[src/rtl/iebm_pkg.sv]
// shared types and constants for the eeprom byte master
package iebm_pkg;

    localparam int OP_W   = 2;
    localparam int BYTE_W = 8;
    localparam int DEV_W  = 7;
    localparam int TMO_W  = 8;
    localparam int PADDR_W = 3;
    localparam int PDATA_W = 32;

    // request codes of one tick
    typedef enum logic [OP_W-1:0] {
        OP_TICK  = 2'd0,
        OP_WRITE = 2'd1,
        OP_READ  = 2'd2,
        OP_SPARE = 2'd3
    } op_t;

    // register index taken from the word address
    typedef enum logic {
        REG_DEVICE_ADDRESS = 1'b0,
        REG_ACK_TIMEOUT    = 1'b1
    } reg_idx_t;

    localparam logic [DEV_W-1:0] DEVICE_ADDRESS_RESET = 7'd80;
    localparam logic [TMO_W-1:0] ACK_TIMEOUT_RESET    = 8'd250;

    // one result beat
    typedef struct packed {
        logic              scl_level;
        logic              sda_drive;
        logic              busy_res;
        logic              done_res;
        logic [BYTE_W-1:0] read_byte_out;
        logic              nack_error;
    } res_t;

endpackage

[src/rtl/iebm_if.sv]
// valid/ready channels for tick beats and result beats
interface iebm_in_if;
    logic                        valid;
    logic                        ready;
    logic [iebm_pkg::OP_W-1:0]   operation;
    logic [iebm_pkg::BYTE_W-1:0] mem_address;
    logic [iebm_pkg::BYTE_W-1:0] write_data;
    logic                        sda_in;

    modport source (output valid, operation, mem_address, write_data, sda_in, input ready);
    modport sink (input valid, operation, mem_address, write_data, sda_in, output ready);
endinterface

interface iebm_out_if;
    logic                        valid;
    logic                        ready;
    logic                        scl_level;
    logic                        sda_drive;
    logic                        busy_res;
    logic                        done_res;
    logic [iebm_pkg::BYTE_W-1:0] read_byte_out;
    logic                        nack_error;

    modport source (output valid, scl_level, sda_drive, busy_res, done_res, read_byte_out,
                    nack_error, input ready);
    modport sink (input valid, scl_level, sda_drive, busy_res, done_res, read_byte_out,
                  nack_error, output ready);
endinterface

[src/rtl/i2c_eeprom_byte_master.sv]
// top level: tick-driven i2c master for byte write and random read of a serial eeprom
//
// Every input beat is one bus tick and gives exactly one result beat with the scl and sda
// levels for that tick, plus busy, done, read byte and nack flags. A beat is taken in any
// cycle the skid slot is free, so one tick per clock is sustained while results are taken;
// each result is registered in the output register, or in the skid slot while the output
// is held. The rate is set by the single next-state block, which moves the bus sequencer
// by one phase step per tick. A byte write is start, device write byte, memory address,
// data, stop; a random read adds a repeated start, the device read byte, eight clocked-in
// bits and a master nack clock before stop. Each acknowledge is awaited for up to
// ack_timeout ticks (register at byte 4), then stop is sent with nack_error. The device
// address register lies at byte 0. Write configuration only while no transfer runs.
module i2c_eeprom_byte_master (
    input  logic                           clk,
    input  logic                           rst_n,
    iebm_in_if.sink                        in_ch,
    iebm_out_if.source                     out_ch,
    input  logic                           psel,
    input  logic                           penable,
    input  logic                           pwrite,
    input  logic [iebm_pkg::PADDR_W-1:0]   paddr,
    input  logic [iebm_pkg::PDATA_W-1:0]   pwdata,
    output logic [iebm_pkg::PDATA_W-1:0]   prdata,
    output logic                           pready
);

    // bus sequencer phases
    typedef enum logic [4:0] {
        PH_IDLE      = 5'd0,
        PH_START     = 5'd1,
        PH_SEND_DEVW = 5'd2,
        PH_ACK_DEVW  = 5'd3,
        PH_SEND_MEM  = 5'd4,
        PH_ACK_MEM   = 5'd5,
        PH_SEND_DATA = 5'd6,
        PH_ACK_DATA  = 5'd7,
        PH_RESTART   = 5'd8,
        PH_SEND_DEVR = 5'd9,
        PH_ACK_DEVR  = 5'd10,
        PH_READ      = 5'd11,
        PH_MNACK     = 5'd12,
        PH_STOP      = 5'd13,
        PH_STOP_FAIL = 5'd14
    } phase_t;

    logic [iebm_pkg::DEV_W-1:0]  device_address_reg;
    logic [iebm_pkg::TMO_W-1:0]  ack_timeout_reg;

    phase_t                      phase_reg, phase_next;
    logic [3:0]                  bit_count_reg, bit_count_next;
    logic [iebm_pkg::BYTE_W-1:0] shift_reg_reg, shift_reg_next;
    logic [iebm_pkg::TMO_W-1:0]  wait_count_reg, wait_count_next;
    logic [iebm_pkg::BYTE_W-1:0] held_address_reg, held_address_next;
    logic [iebm_pkg::BYTE_W-1:0] held_data_reg, held_data_next;
    logic                        is_read_reg, is_read_next;

    iebm_pkg::res_t              res;
    iebm_pkg::res_t              out_reg, skid_reg;
    logic                        out_valid_reg, skid_valid_reg;

    logic                        in_fire;
    logic                        out_fire;
    logic                        cfg_write;
    iebm_pkg::op_t               op;
    logic                        sda_in;
    logic [iebm_pkg::BYTE_W-1:0] dev_write_byte;

    assign in_fire   = in_ch.valid && in_ch.ready;
    assign out_fire  = out_ch.valid && out_ch.ready;
    assign cfg_write = psel && penable && pwrite && pready;
    assign op        = iebm_pkg::op_t'(in_ch.operation);
    assign sda_in    = in_ch.sda_in;
    assign dev_write_byte = {device_address_reg, 1'b0};

    // config port
    assign pready = 1'b1;
    always_comb
    begin
        case (iebm_pkg::reg_idx_t'(paddr[2]))
            iebm_pkg::REG_DEVICE_ADDRESS:
                prdata = {{(iebm_pkg::PDATA_W-iebm_pkg::DEV_W){1'b0}}, device_address_reg};
            iebm_pkg::REG_ACK_TIMEOUT:
                prdata = {{(iebm_pkg::PDATA_W-iebm_pkg::TMO_W){1'b0}}, ack_timeout_reg};
            default:
                prdata = '0;
        endcase
    end

    always_ff @(posedge clk or negedge rst_n)
    begin
        if (!rst_n)
        begin
            device_address_reg <= iebm_pkg::DEVICE_ADDRESS_RESET;
            ack_timeout_reg    <= iebm_pkg::ACK_TIMEOUT_RESET;
        end
        else if (cfg_write)
        begin
            case (iebm_pkg::reg_idx_t'(paddr[2]))
                iebm_pkg::REG_DEVICE_ADDRESS:
                    device_address_reg <= pwdata[iebm_pkg::DEV_W-1:0];
                iebm_pkg::REG_ACK_TIMEOUT:
                    ack_timeout_reg <= pwdata[iebm_pkg::TMO_W-1:0];
                default:
                    ;
            endcase
        end
    end

    // next state and result of one tick
    always_comb
    begin
        phase_t     ph;
        logic [3:0] bc;
        logic [7:0] wc_inc;

        ph                = phase_reg;
        bc                = bit_count_reg;
        wc_inc            = wait_count_reg + 8'd1;
        shift_reg_next    = shift_reg_reg;
        wait_count_next   = wait_count_reg;
        held_address_next = held_address_reg;
        held_data_next    = held_data_reg;
        is_read_next      = is_read_reg;
        phase_next        = phase_reg;
        bit_count_next    = bit_count_reg;
        res               = '{scl_level: 1'b1, sda_drive: 1'b1, busy_res: 1'b1,
                              done_res: 1'b0, read_byte_out: '0, nack_error: 1'b0};

        // request taken in idle starts the transfer this same tick
        if (phase_reg == PH_IDLE)
        begin
            if (op == iebm_pkg::OP_WRITE || op == iebm_pkg::OP_READ)
            begin
                held_address_next = in_ch.mem_address;
                held_data_next    = in_ch.write_data;
                is_read_next      = (op == iebm_pkg::OP_READ);
                ph                = PH_START;
                bc                = 4'd0;
                phase_next        = PH_START;
                bit_count_next    = 4'd0;
            end
            else
            begin
                res.busy_res = 1'b0;
            end
        end

        case (ph)
            PH_IDLE:
                ;
            PH_START:
            begin
                if (bc == 4'd0)
                begin
                    bit_count_next = 4'd1;
                end
                else
                begin
                    res.sda_drive  = 1'b0;
                    shift_reg_next = dev_write_byte;
                    phase_next     = PH_SEND_DEVW;
                    bit_count_next = 4'd0;
                end
            end
            PH_SEND_DEVW, PH_SEND_MEM, PH_SEND_DATA, PH_SEND_DEVR:
            begin
                res.scl_level = bc[0];
                res.sda_drive = shift_reg_reg[7];
                if (bc[0])
                    shift_reg_next = {shift_reg_reg[6:0], 1'b0};
                if (bc == 4'd15)
                begin
                    bit_count_next = 4'd0;
                    case (ph)
                        PH_SEND_DEVW: phase_next = PH_ACK_DEVW;
                        PH_SEND_MEM:  phase_next = PH_ACK_MEM;
                        PH_SEND_DATA: phase_next = PH_ACK_DATA;
                        default:      phase_next = PH_ACK_DEVR;
                    endcase
                end
                else
                begin
                    bit_count_next = bc + 4'd1;
                end
            end
            PH_ACK_DEVW, PH_ACK_MEM, PH_ACK_DATA, PH_ACK_DEVR:
            begin
                if (bc == 4'd0)
                begin
                    res.scl_level   = 1'b0;
                    wait_count_next = '0;
                    bit_count_next  = 4'd1;
                end
                else if (!sda_in)
                begin
                    bit_count_next = 4'd0;
                    case (ph)
                        PH_ACK_DEVW:
                        begin
                            shift_reg_next = held_address_reg;
                            phase_next     = PH_SEND_MEM;
                        end
                        PH_ACK_MEM:
                        begin
                            if (is_read_reg)
                            begin
                                phase_next = PH_RESTART;
                            end
                            else
                            begin
                                shift_reg_next = held_data_reg;
                                phase_next     = PH_SEND_DATA;
                            end
                        end
                        PH_ACK_DATA:
                            phase_next = PH_STOP;
                        default:
                        begin
                            shift_reg_next = '0;
                            phase_next     = PH_READ;
                        end
                    endcase
                end
                else
                begin
                    wait_count_next = wc_inc;
                    if (wc_inc >= ack_timeout_reg)
                    begin
                        phase_next     = PH_STOP_FAIL;
                        bit_count_next = 4'd0;
                    end
                end
            end
            PH_RESTART:
            begin
                if (bc == 4'd0)
                begin
                    res.scl_level  = 1'b0;
                    bit_count_next = 4'd1;
                end
                else if (bc == 4'd1)
                begin
                    bit_count_next = 4'd2;
                end
                else
                begin
                    res.sda_drive  = 1'b0;
                    shift_reg_next = {device_address_reg, 1'b1};
                    phase_next     = PH_SEND_DEVR;
                    bit_count_next = 4'd0;
                end
            end
            PH_READ:
            begin
                res.scl_level = bc[0];
                if (bc[0])
                    shift_reg_next = {shift_reg_reg[6:0], sda_in};
                if (bc == 4'd15)
                begin
                    phase_next     = PH_MNACK;
                    bit_count_next = 4'd0;
                end
                else
                begin
                    bit_count_next = bc + 4'd1;
                end
            end
            PH_MNACK:
            begin
                if (bc == 4'd0)
                begin
                    res.scl_level  = 1'b0;
                    bit_count_next = 4'd1;
                end
                else
                begin
                    phase_next     = PH_STOP;
                    bit_count_next = 4'd0;
                end
            end
            PH_STOP, PH_STOP_FAIL:
            begin
                if (bc == 4'd0)
                begin
                    res.scl_level  = 1'b0;
                    res.sda_drive  = 1'b0;
                    bit_count_next = 4'd1;
                end
                else if (bc == 4'd1)
                begin
                    res.sda_drive  = 1'b0;
                    bit_count_next = 4'd2;
                end
                else
                begin
                    res.done_res = 1'b1;
                    if (ph == PH_STOP_FAIL)
                        res.nack_error = 1'b1;
                    else if (is_read_reg)
                        res.read_byte_out = shift_reg_reg;
                    phase_next     = PH_IDLE;
                    bit_count_next = 4'd0;
                end
            end
            default:
            begin
                // unused phase code falls back to idle
                res.busy_res   = 1'b0;
                phase_next     = PH_IDLE;
                bit_count_next = 4'd0;
            end
        endcase
    end

    // sequencer state advances once per accepted tick beat
    always_ff @(posedge clk or negedge rst_n)
    begin
        if (!rst_n)
        begin
            phase_reg        <= PH_IDLE;
            bit_count_reg    <= '0;
            shift_reg_reg    <= '0;
            wait_count_reg   <= '0;
            held_address_reg <= '0;
            held_data_reg    <= '0;
            is_read_reg      <= 1'b0;
        end
        else if (in_fire)
        begin
            phase_reg        <= phase_next;
            bit_count_reg    <= bit_count_next;
            shift_reg_reg    <= shift_reg_next;
            wait_count_reg   <= wait_count_next;
            held_address_reg <= held_address_next;
            held_data_reg    <= held_data_next;
            is_read_reg      <= is_read_next;
        end
    end

    // output register with skid slot
    assign in_ch.ready = !skid_valid_reg;

    always_ff @(posedge clk or negedge rst_n)
    begin
        if (!rst_n)
        begin
            out_valid_reg  <= 1'b0;
            skid_valid_reg <= 1'b0;
        end
        else
        begin
            if (!out_valid_reg || out_fire)
            begin
                if (skid_valid_reg)
                begin
                    out_valid_reg  <= 1'b1;
                    skid_valid_reg <= in_fire;
                end
                else
                begin
                    out_valid_reg <= in_fire;
                end
            end
            else if (in_fire)
            begin
                skid_valid_reg <= 1'b1;
            end
        end
    end

    always_ff @(posedge clk)
    begin
        if (!out_valid_reg || out_fire)
        begin
            if (skid_valid_reg)
                out_reg <= skid_reg;
            else if (in_fire)
                out_reg <= res;
        end
        if (in_fire && (skid_valid_reg || (out_valid_reg && !out_fire)))
            skid_reg <= res;
    end

    assign out_ch.valid         = out_valid_reg;
    assign out_ch.scl_level     = out_reg.scl_level;
    assign out_ch.sda_drive     = out_reg.sda_drive;
    assign out_ch.busy_res      = out_reg.busy_res;
    assign out_ch.done_res      = out_reg.done_res;
    assign out_ch.read_byte_out = out_reg.read_byte_out;
    assign out_ch.nack_error    = out_reg.nack_error;

endmodule
[src/flat_wrapper.sv]
// flat-port wrapper written by rule: the top's interface ports become plain ports
module i2c_eeprom_byte_master_flat 
  (clk, rst_n, psel, penable, pwrite, paddr, pwdata, prdata, pready, in_ch_valid, in_ch_operation, in_ch_mem_address, in_ch_write_data, in_ch_sda_in, in_ch_ready, out_ch_valid, out_ch_scl_level, out_ch_sda_drive, out_ch_busy_res, out_ch_done_res, out_ch_read_byte_out, out_ch_nack_error, out_ch_ready);
  iebm_in_if in_ch_i ();
  iebm_out_if out_ch_i ();
  input  logic clk;
  input  logic rst_n;
  input  logic psel;
  input  logic penable;
  input  logic pwrite;
  input  logic [iebm_pkg::PADDR_W-1:0] paddr;
  input  logic [iebm_pkg::PDATA_W-1:0] pwdata;
  output logic [iebm_pkg::PDATA_W-1:0] prdata;
  output logic pready;
  input wire logic [$bits(in_ch_i.valid)-1:0] in_ch_valid;
  input wire logic [$bits(in_ch_i.operation)-1:0] in_ch_operation;
  input wire logic [$bits(in_ch_i.mem_address)-1:0] in_ch_mem_address;
  input wire logic [$bits(in_ch_i.write_data)-1:0] in_ch_write_data;
  input wire logic [$bits(in_ch_i.sda_in)-1:0] in_ch_sda_in;
  output wire logic [$bits(in_ch_i.ready)-1:0] in_ch_ready;
  output wire logic [$bits(out_ch_i.valid)-1:0] out_ch_valid;
  output wire logic [$bits(out_ch_i.scl_level)-1:0] out_ch_scl_level;
  output wire logic [$bits(out_ch_i.sda_drive)-1:0] out_ch_sda_drive;
  output wire logic [$bits(out_ch_i.busy_res)-1:0] out_ch_busy_res;
  output wire logic [$bits(out_ch_i.done_res)-1:0] out_ch_done_res;
  output wire logic [$bits(out_ch_i.read_byte_out)-1:0] out_ch_read_byte_out;
  output wire logic [$bits(out_ch_i.nack_error)-1:0] out_ch_nack_error;
  input wire logic [$bits(out_ch_i.ready)-1:0] out_ch_ready;
  assign in_ch_i.valid = in_ch_valid;
  assign in_ch_i.operation = in_ch_operation;
  assign in_ch_i.mem_address = in_ch_mem_address;
  assign in_ch_i.write_data = in_ch_write_data;
  assign in_ch_i.sda_in = in_ch_sda_in;
  assign in_ch_ready = in_ch_i.ready;
  assign out_ch_valid = out_ch_i.valid;
  assign out_ch_scl_level = out_ch_i.scl_level;
  assign out_ch_sda_drive = out_ch_i.sda_drive;
  assign out_ch_busy_res = out_ch_i.busy_res;
  assign out_ch_done_res = out_ch_i.done_res;
  assign out_ch_read_byte_out = out_ch_i.read_byte_out;
  assign out_ch_nack_error = out_ch_i.nack_error;
  assign out_ch_i.ready = out_ch_ready;
  i2c_eeprom_byte_master u_core (.clk(clk), .rst_n(rst_n), .in_ch(in_ch_i), .out_ch(out_ch_i), .psel(psel), .penable(penable), .pwrite(pwrite), .paddr(paddr), .pwdata(pwdata), .prdata(prdata), .pready(pready));
endmodule
[config.mk]
export PLATFORM = sky130hd
export DESIGN_NAME = i2c_eeprom_byte_master_flat
export DESIGN_NICKNAME = d
export VERILOG_FILES = /design/src/rtl/iebm_pkg.sv /design/src/rtl/iebm_if.sv /design/src/rtl/i2c_eeprom_byte_master.sv /design/src/flat_wrapper.sv
export SDC_FILE = /design/constraint.sdc
export NUM_CORES = 1
export LEC_CHECK = 0
export BUFFER_PORTS_ARGS = -buffer_cell sky130_fd_sc_hd__clkbuf_2
export CAP_MARGIN = 20
export CORE_UTILIZATION = 55
export CTS_CLUSTER_SIZE = 24
export DETAILED_ROUTE_END_ITERATION = 8
export GPL_TIMING_DRIVEN = 1
export PLACE_DENSITY = 0.88
export RECOVER_POWER = 25
export SLEW_MARGIN = 20
export SYNTH_ARGS = -nofsm -noshare
export SYNTH_HDL_FRONTEND = slang
export SYNTH_SLANG_ARGS = --single-unit
[constraint.sdc]
create_clock -name clk -period 3.7 [get_ports clk]
set_input_delay 0.74 -clock clk [delete_from_list [all_inputs] [get_ports clk]]
set_output_delay 0.74 -clock clk [all_outputs]
set_load 0.01 [all_outputs]
==> results of run 1 <==
## metal layers
metal	up-vias	GRT usage [%]	routed length (um)
met3	23	5.51	1030
li1	1829	-	-
met5	-	0	0
met1	1924	32.9	4680
met4	0	7.69	218
met2	232	41.5	5820
## cells in the mapped netlist (7+ instances only)
cell	number
nor2_1	27
o21ai_0	24
nor3_1	10
edfxtp_1	26
a22o_1	7
dfstp_2	8
nand2_1	35
a21oi_1	13
dfrtp_1	51
nor2b_1	8
a221o_1	7
buf_4	27
and2_1	10
inv_1	15
buf_2	10
ha_1	13
nand3_1	12
mux2_2	58
## worst max-delay path, stage by stage (launching register included)
cell and delay [ns]:
dfrtp_1 0.45, and3_1 0.22, and3_1 0.19, and3_1 0.19, xor2_1 0.23, ha_1 0.29
nand4_1 0.13, nor2_1 0.10, a2111oi_4 0.48, a21oi_1 0.22, a2111oi_0 0.45, o22a_1 0.21
## logic make-up after synthesis
family | count (synthesis) | share of synthesized area (%)
fa+ha+maj | 13 | 3.23
flops | 85 | 45.0
mux | 62 | 13.7
compound gates | 97 | 14.6
xor+xnor | 8 | 1.39
other cells | 2 | 0.149
buf+inv | 62 | 6.87
simple gates | 144 | 15.0
## cell type report
class | count | area, sq um | share of cell area (%)
clock buffer | 9 | 124 | 2.21
clock inverter | 7 | 50.0 | 0.893
inverter | 16 | 60.1 | 1.07
multi-input combinational | 349 | 2510 | 44.9
sequential | 85 | 2270 | 40.5
tap | 108 | 135 | 2.41
timing repair buffer | 80 | 453 | 8.08
## final timing paths
kind | startpoint | end | slack [ns] | cells past startpoint
setup / recovery | u_core.wait_count_reg[0] | u_core.bit_count_reg[3] | 0.49 | 11
hold / removal | u_core.held_address_reg[2] | u_core.held_address_reg[2] | 0.51 | 1
setup reg to reg | u_core.wait_count_reg[0] | u_core.bit_count_reg[3] | 0.49 | 11
hold reg to reg | u_core.held_address_reg[2] | u_core.held_address_reg[2] | 0.51 | 1
max in group asynchronous | rst_n | u_core.phase_reg[2] | 0.94 | 2
min in group asynchronous | rst_n | u_core.shift_reg_reg[1] | 1.00 | 1
## power by group through the flow
stage | Combinational [mW] | Clock (mW) | Sequential [mW]
after floorplan | 1.28 | 0 | 1.39
after global placement | 1.73 | 0 | 1.41
after detailed placement | 1.78 | 0 | 1.43
after CTS | 1.79 | 0.599 | 1.41
after global routing | 1.97 | 0.633 | 1.44
final | 1.81 | 0.593 | 1.42
## through the flow
stage	hold WS [ns]	area [sq um]	utilization, %	cells	power (mW)
after detailed placement	0.493	5440	61.7	638	3.21
final	0.511	5600	63.6	654	3.83
after global routing	0.525	5600	63.6	654	4.04
after floorplan	0.444	5130	-	496	2.66
after global placement	0.490	5440	61.7	638	3.14
after CTS	0.512	5610	63.7	654	3.80
==> impl_metrics.py, run 1 <==
metrics = {
    "timing": {
        "rsz0062_at_grt": "no",
        "max_freq_mhz": 312,
        "relSlewSlack_pct": -42.6,
        "finalHoldViolations": 0,
        "finalSetupTns_ns": 0,
        "finalCriticalPeriod_ns": 3.21,
        "setup_viol": 0,
        "setup_ws_ns": 0.492,
        "slew_viol_final": 43,
        "fin_skew_ns": 0.0148,
        "tightestPinTransition_ns": 2.14,
        "timing.final.crit_share_pct": 86.7,
    },
    "routing": {
        "ant_nets": 0,
        "finalWirelength_mm": 11.7,
        "vias": 4008,
        "drt-pass1-iter-count": 8,
        "drc": 12,
        "wl_per_cell_um": 18.0,
        "drt_iter0_markers": 398,
        "viasPerCell": 6.13,
    },
    "pwr": {
        "clockPowerShare_pct": 15.5,
        "power.share.switching_pct": 39.7,
        "seq_power_share_pct": 37.1,
        "max-vdd-ir-drop_uv": 366,
        "switchingPower_mw": 1.52,
        "power_density_nw_per_um2": 683,
        "p_int_mw": 2.31,
        "power_frac_comb_pct": 47.4,
        "leakagePower_nw": 2.50,
    },
    "clocking": {
        "path_clk_slew_ns": 0.09,
        "clockBufferDepth": 2,
        "cts_setup_buffers": 0,
        "root_buffer": "clkbuf_8",
        "ctsHoldBuffers": 0,
        "cts_tree": "yes",
        "numClockSinks": 85,
        "cts_buffers": 9,
        "htree_levels": 3,
        "ctsResizeCount": 0,
        "clock_latency_ns": 0.37,
    },
    "flow_run": {
        "drv_cap": 1,
    },
    "yosys": {
        "netlist.area_leader.share_pct": 25.3,
        "async_reset_ff_share_pct": 69.4,
        "synth_edf_count": 26,
        "yosysTopAreaCell": "dfrtp_1",
        "synth_area_leaders": "dfrtp_1 25%, edfxtp_1 15%, mux2_2 13%, dfstp_2 4.2%, buf_4 4.0%",
        "ys_types": 74,
        "netlist_instances": 473,
        "synthFlopType": "dfrtp_1",
        "ys_ff_latch": 85,
        "syn_avg_cell_area_sq_um": 10.7,
        "synth.yosys.seq_area_share_pct": 45.0,
        "ys_warn_count": 0,
        "netlist_area_sq_um": 5040,
    },
    "cells_and_area": {
        "final_cell_mix": "58 x mux2_2, 56 x clkbuf_2, 51 x dfrtp_1",
        "num-nets-final": 615,
        "final_common_cell": "mux2_2",
        "area_growth_syn_to_layout_pct": 11.1,
        "fillCellCount": 684,
        "largest_reg_flops": 13,
        "antennaDiodeCount": 0,
        "drive_above_1_share_pct": 31.3,
    },
    "outcome": {
        "status": "finished with violations",
        "violations": "DRC, capacitance limit, slew limit",
    },
    "critical_path": {
        "end_kind": "flip-flop",
        "path_max_fanout": 6,
        "critPathLaunchType": "flip-flop",
        "critPathKind": "flip-flop to flip-flop",
        "arrival_ns": 3.51,
        "required_ns": 4.00,
    },
    "floorplan": {
        "dieArea_sq_um": 9560,
        "core_area_sq_um": 8810,
        "rows": 34,
        "die_w_um": 97.8,
        "initial_core_util_pct": 57.3,
        "die_y_um": 97.8,
        "ios": 109,
    },
    "global_route": {
        "gr-total-overflow": 0,
        "grt_pass1_wl_mm": 18.9,
        "grt_pass1_vias": 3850,
        "grtUsageTotal_pct": 25.0,
        "antenna_found_initial": 0,
        "grt_max_degree": 43,
    },
    "place": {
        "dp_hpwl_mm": 8.65,
        "portBuffers": 57,
        "dp_slack_ns": 0.180,
        "gp_congestion": 0.956,
    },
    "min_path": {
        "worstHoldPathType": "flip-flop to flip-flop",
    },
}
Note: power is estimated with default switching activity, not from simulation.
==> run 2: changes to the inputs <==
--- a/config.mk
+++ b/config.mk
@@ -7,11 +7,12 @@
 export LEC_CHECK = 0
 export BUFFER_PORTS_ARGS = -buffer_cell sky130_fd_sc_hd__clkbuf_2
 export CAP_MARGIN = 20
-export CORE_UTILIZATION = 55
+export CORE_UTILIZATION = 57
+export CTS_BUF_LIST = sky130_fd_sc_hd__clkbuf_8
 export CTS_CLUSTER_SIZE = 24
 export DETAILED_ROUTE_END_ITERATION = 8
 export GPL_TIMING_DRIVEN = 1
-export PLACE_DENSITY = 0.88
+export PLACE_DENSITY = 0.9
 export RECOVER_POWER = 25
 export SLEW_MARGIN = 20
 export SYNTH_ARGS = -nofsm -noshare
==> run 2 against run 1 <==
Against the previous run: the run now ends clean; via count about the same; sequential power about the same; die area decreased by 3.4%; power increased by 4.7%; maximum frequency decreased by 1.4%; combinational power about the same; non-clock buffer count decreased by 2; hold slack got worse by 0.0018 ns.
==> impl_metrics.py, run 2 (same netlist as run 1, synthesis figures left out) <==
metrics = {
    "outcome": {
        "status": "finished clean",
    },
    "timing": {
        "setup_viol": 0,
        "relSlewSlack_pct": 1.86,
        "timing.final.crit_share_pct": 87.9,
        "max_freq_mhz": 307,
        "tightestPinTransition_ns": 1.47,
        "hold_slack_ns": 0.509,
        "fin_skew_ns": 0.00697,
        "rsz0062_at_grt": "no",
        "slew_viol_final": 0,
        "finalSetupTns_ns": 0,
        "finalCriticalPeriod_ns": 3.25,
        "finalHoldViolations": 0,
    },
    "global_route": {
        "grt_pass1_vias": 3811,
        "grt_pass1_wl_mm": 19.2,
        "grt_max_degree": 34,
        "antenna_found_initial": 0,
        "gr-total-overflow": 0,
        "grtUsageTotal_pct": 27.9,
    },
    "clocking": {
        "cts_buffers": 9,
        "cts_tree": "yes",
        "path_clk_slew_ns": 0.09,
        "ctsHoldBuffers": 0,
        "cts_setup_buffers": 0,
        "ctsResizeCount": 0,
        "numClockSinks": 85,
        "clockBufferDepth": 2,
        "htree_levels": 3,
        "clock_latency_ns": 0.36,
        "root_buffer": "clkbuf_8",
    },
    "routing": {
        "finalWirelength_mm": 12.2,
        "vias": 4012,
        "drc": 0,
        "drt_iter0_markers": 387,
        "wl_per_cell_um": 18.7,
        "ant_nets": 0,
        "viasPerCell": 6.17,
        "drt-pass1-iter-count": 6,
    },
    "critical_path": {
        "crit_buf_inv": 2,
        "arrival_ns": 3.50,
        "critPathKind": "input pin to flip-flop",
        "critPathMaxStageDelay_ns": 0.40,
        "end_kind": "flip-flop",
        "required_ns": 3.94,
        "crit_chain": "clkbuf_2 -> inv_1 -> ha_1 -> nor3_1 -> nand2_2 -> nand2_1 -> ha_1 -> nor4b_1 -> a21o_1 -> o31ai_1 -> and4_1 -> mux2_2",
        "critPathLaunchType": "input pin",
        "cp_slowest_cell": "a21o_1",
        "path_delay_family": "simple AND/OR/NAND/NOR gates",
        "cpMostUsedCell": "ha_1",
        "path_max_fanout": 8,
    },
    "cells_and_area": {
        "multi_input_area_sq_um": 2510,
        "drive_above_1_share_pct": 31.4,
        "fin_area_sq_um": 5640,
        "fillCellCount": 624,
        "final_common_cell": "mux2_2",
        "area_growth_syn_to_layout_pct": 11.9,
        "final_cell_mix": "58 x mux2_2, 57 x clkbuf_2, 51 x dfrtp_1",
        "num-nets-final": 613,
        "regArea_sq_um": 2270,
        "largest_reg_flops": 13,
    },
    "min_path": {
        "worstHoldPathType": "flip-flop to flip-flop",
    },
    "floorplan": {
        "ios": 109,
        "dieArea_sq_um": 9230,
        "core_area_sq_um": 8380,
        "rows": 33,
        "die_w_um": 96.1,
        "die_y_um": 96.1,
        "initial_core_util_pct": 60.2,
    },
    "place": {
        "gp_congestion": 0.936,
        "placed_cell_area_sq_um": 5420,
        "dp_hpwl_mm": 8.67,
        "portBuffers": 57,
    },
    "pwr": {
        "power_density_nw_per_um2": 710,
        "max-vdd-ir-drop_uv": 429,
        "leakagePower_nw": 2.52,
        "finalPower_mw": 4.01,
    },
    "flow_run": {
        "drv_cap": 0,
    },
}
-- run 2: changes by cell type in the layout (fill, tap and decap cells not counted), sizes merged --
cell	before	now
clkinvlp	2	1
clkinv	4	1
buf	22	20
diode	0	1
bufinv	0	2
inv	17	19
-- run 2: report_power, final --
part	total [mW]	switching [mW]	internal (mW)	leakage [nW]
Sequential	1.42	0.177	1.25	0.977
Combinational	1.83	1.02	0.807	1.43
Clock	0.748	0.357	0.391	0.112
-- run 2: layout make-up --
cell class / instances / share of cell area [%]
clock buffer: 9 / 2.19
tap: 105 / 2.33
sequential: 85 / 40.2
multi-input combinational: 349 / 44.6
antenna: 1 / 0.0443
timing repair buffer: 78 / 7.78
clock inverter: 7 / 1.86
inverter: 16 / 1.06
-- run 2: worst paths after layout --
path | start | endpoint | slack, ns | cells past startpoint
worst max-delay path | in_ch_operation[0] | u_core.shift_reg_reg[1] | 0.45 | 12
worst min-delay path | u_core.skid_reg[0] | u_core.out_ch.nack_error | 0.51 | 2
worst max register to register | u_core.wait_count_reg[0] | u_core.bit_count_reg[3] | 0.50 | 11
worst min register to register | u_core.skid_reg[0] | u_core.out_ch.nack_error | 0.51 | 2
max in group asynchronous | rst_n | u_core.ack_timeout_reg[0] | 1.47 | 2
min in group asynchronous | rst_n | u_core.phase_reg[2] | 0.72 | 1
-- run 2: stage by stage --
step	instances	util, %	setup slack [ns]
2_1_floorplan	496	-	0.436
3_3_place_gp	633	64.6	0.115
3_5_place_dp	633	64.6	0.134
4_1_cts	649	67.4	0.488
5_1_grt	649	67.3	0.254
6_report	650	67.3	0.448
-- run 2: worst register-to-register path: cells and delay by family, from the launching register on --
family,cells,cell delay [ns]
and+or+nand+nor,4,0.49
DFF,1,0.48
adders and majority gates,2,0.56
AOI/OAI and AO/OA,4,1.38
xor gates and xnor gates,1,0.23
-- run 2: routing by layer --
layer	GRT usage [%]	wire, um	vias to the layer above
li1	-	-	1824
met4	11.7	372	0
met2	45.6	5980	213
met3	5.06	829	38
met5	0	0	-
met1	36.5	5000	1937
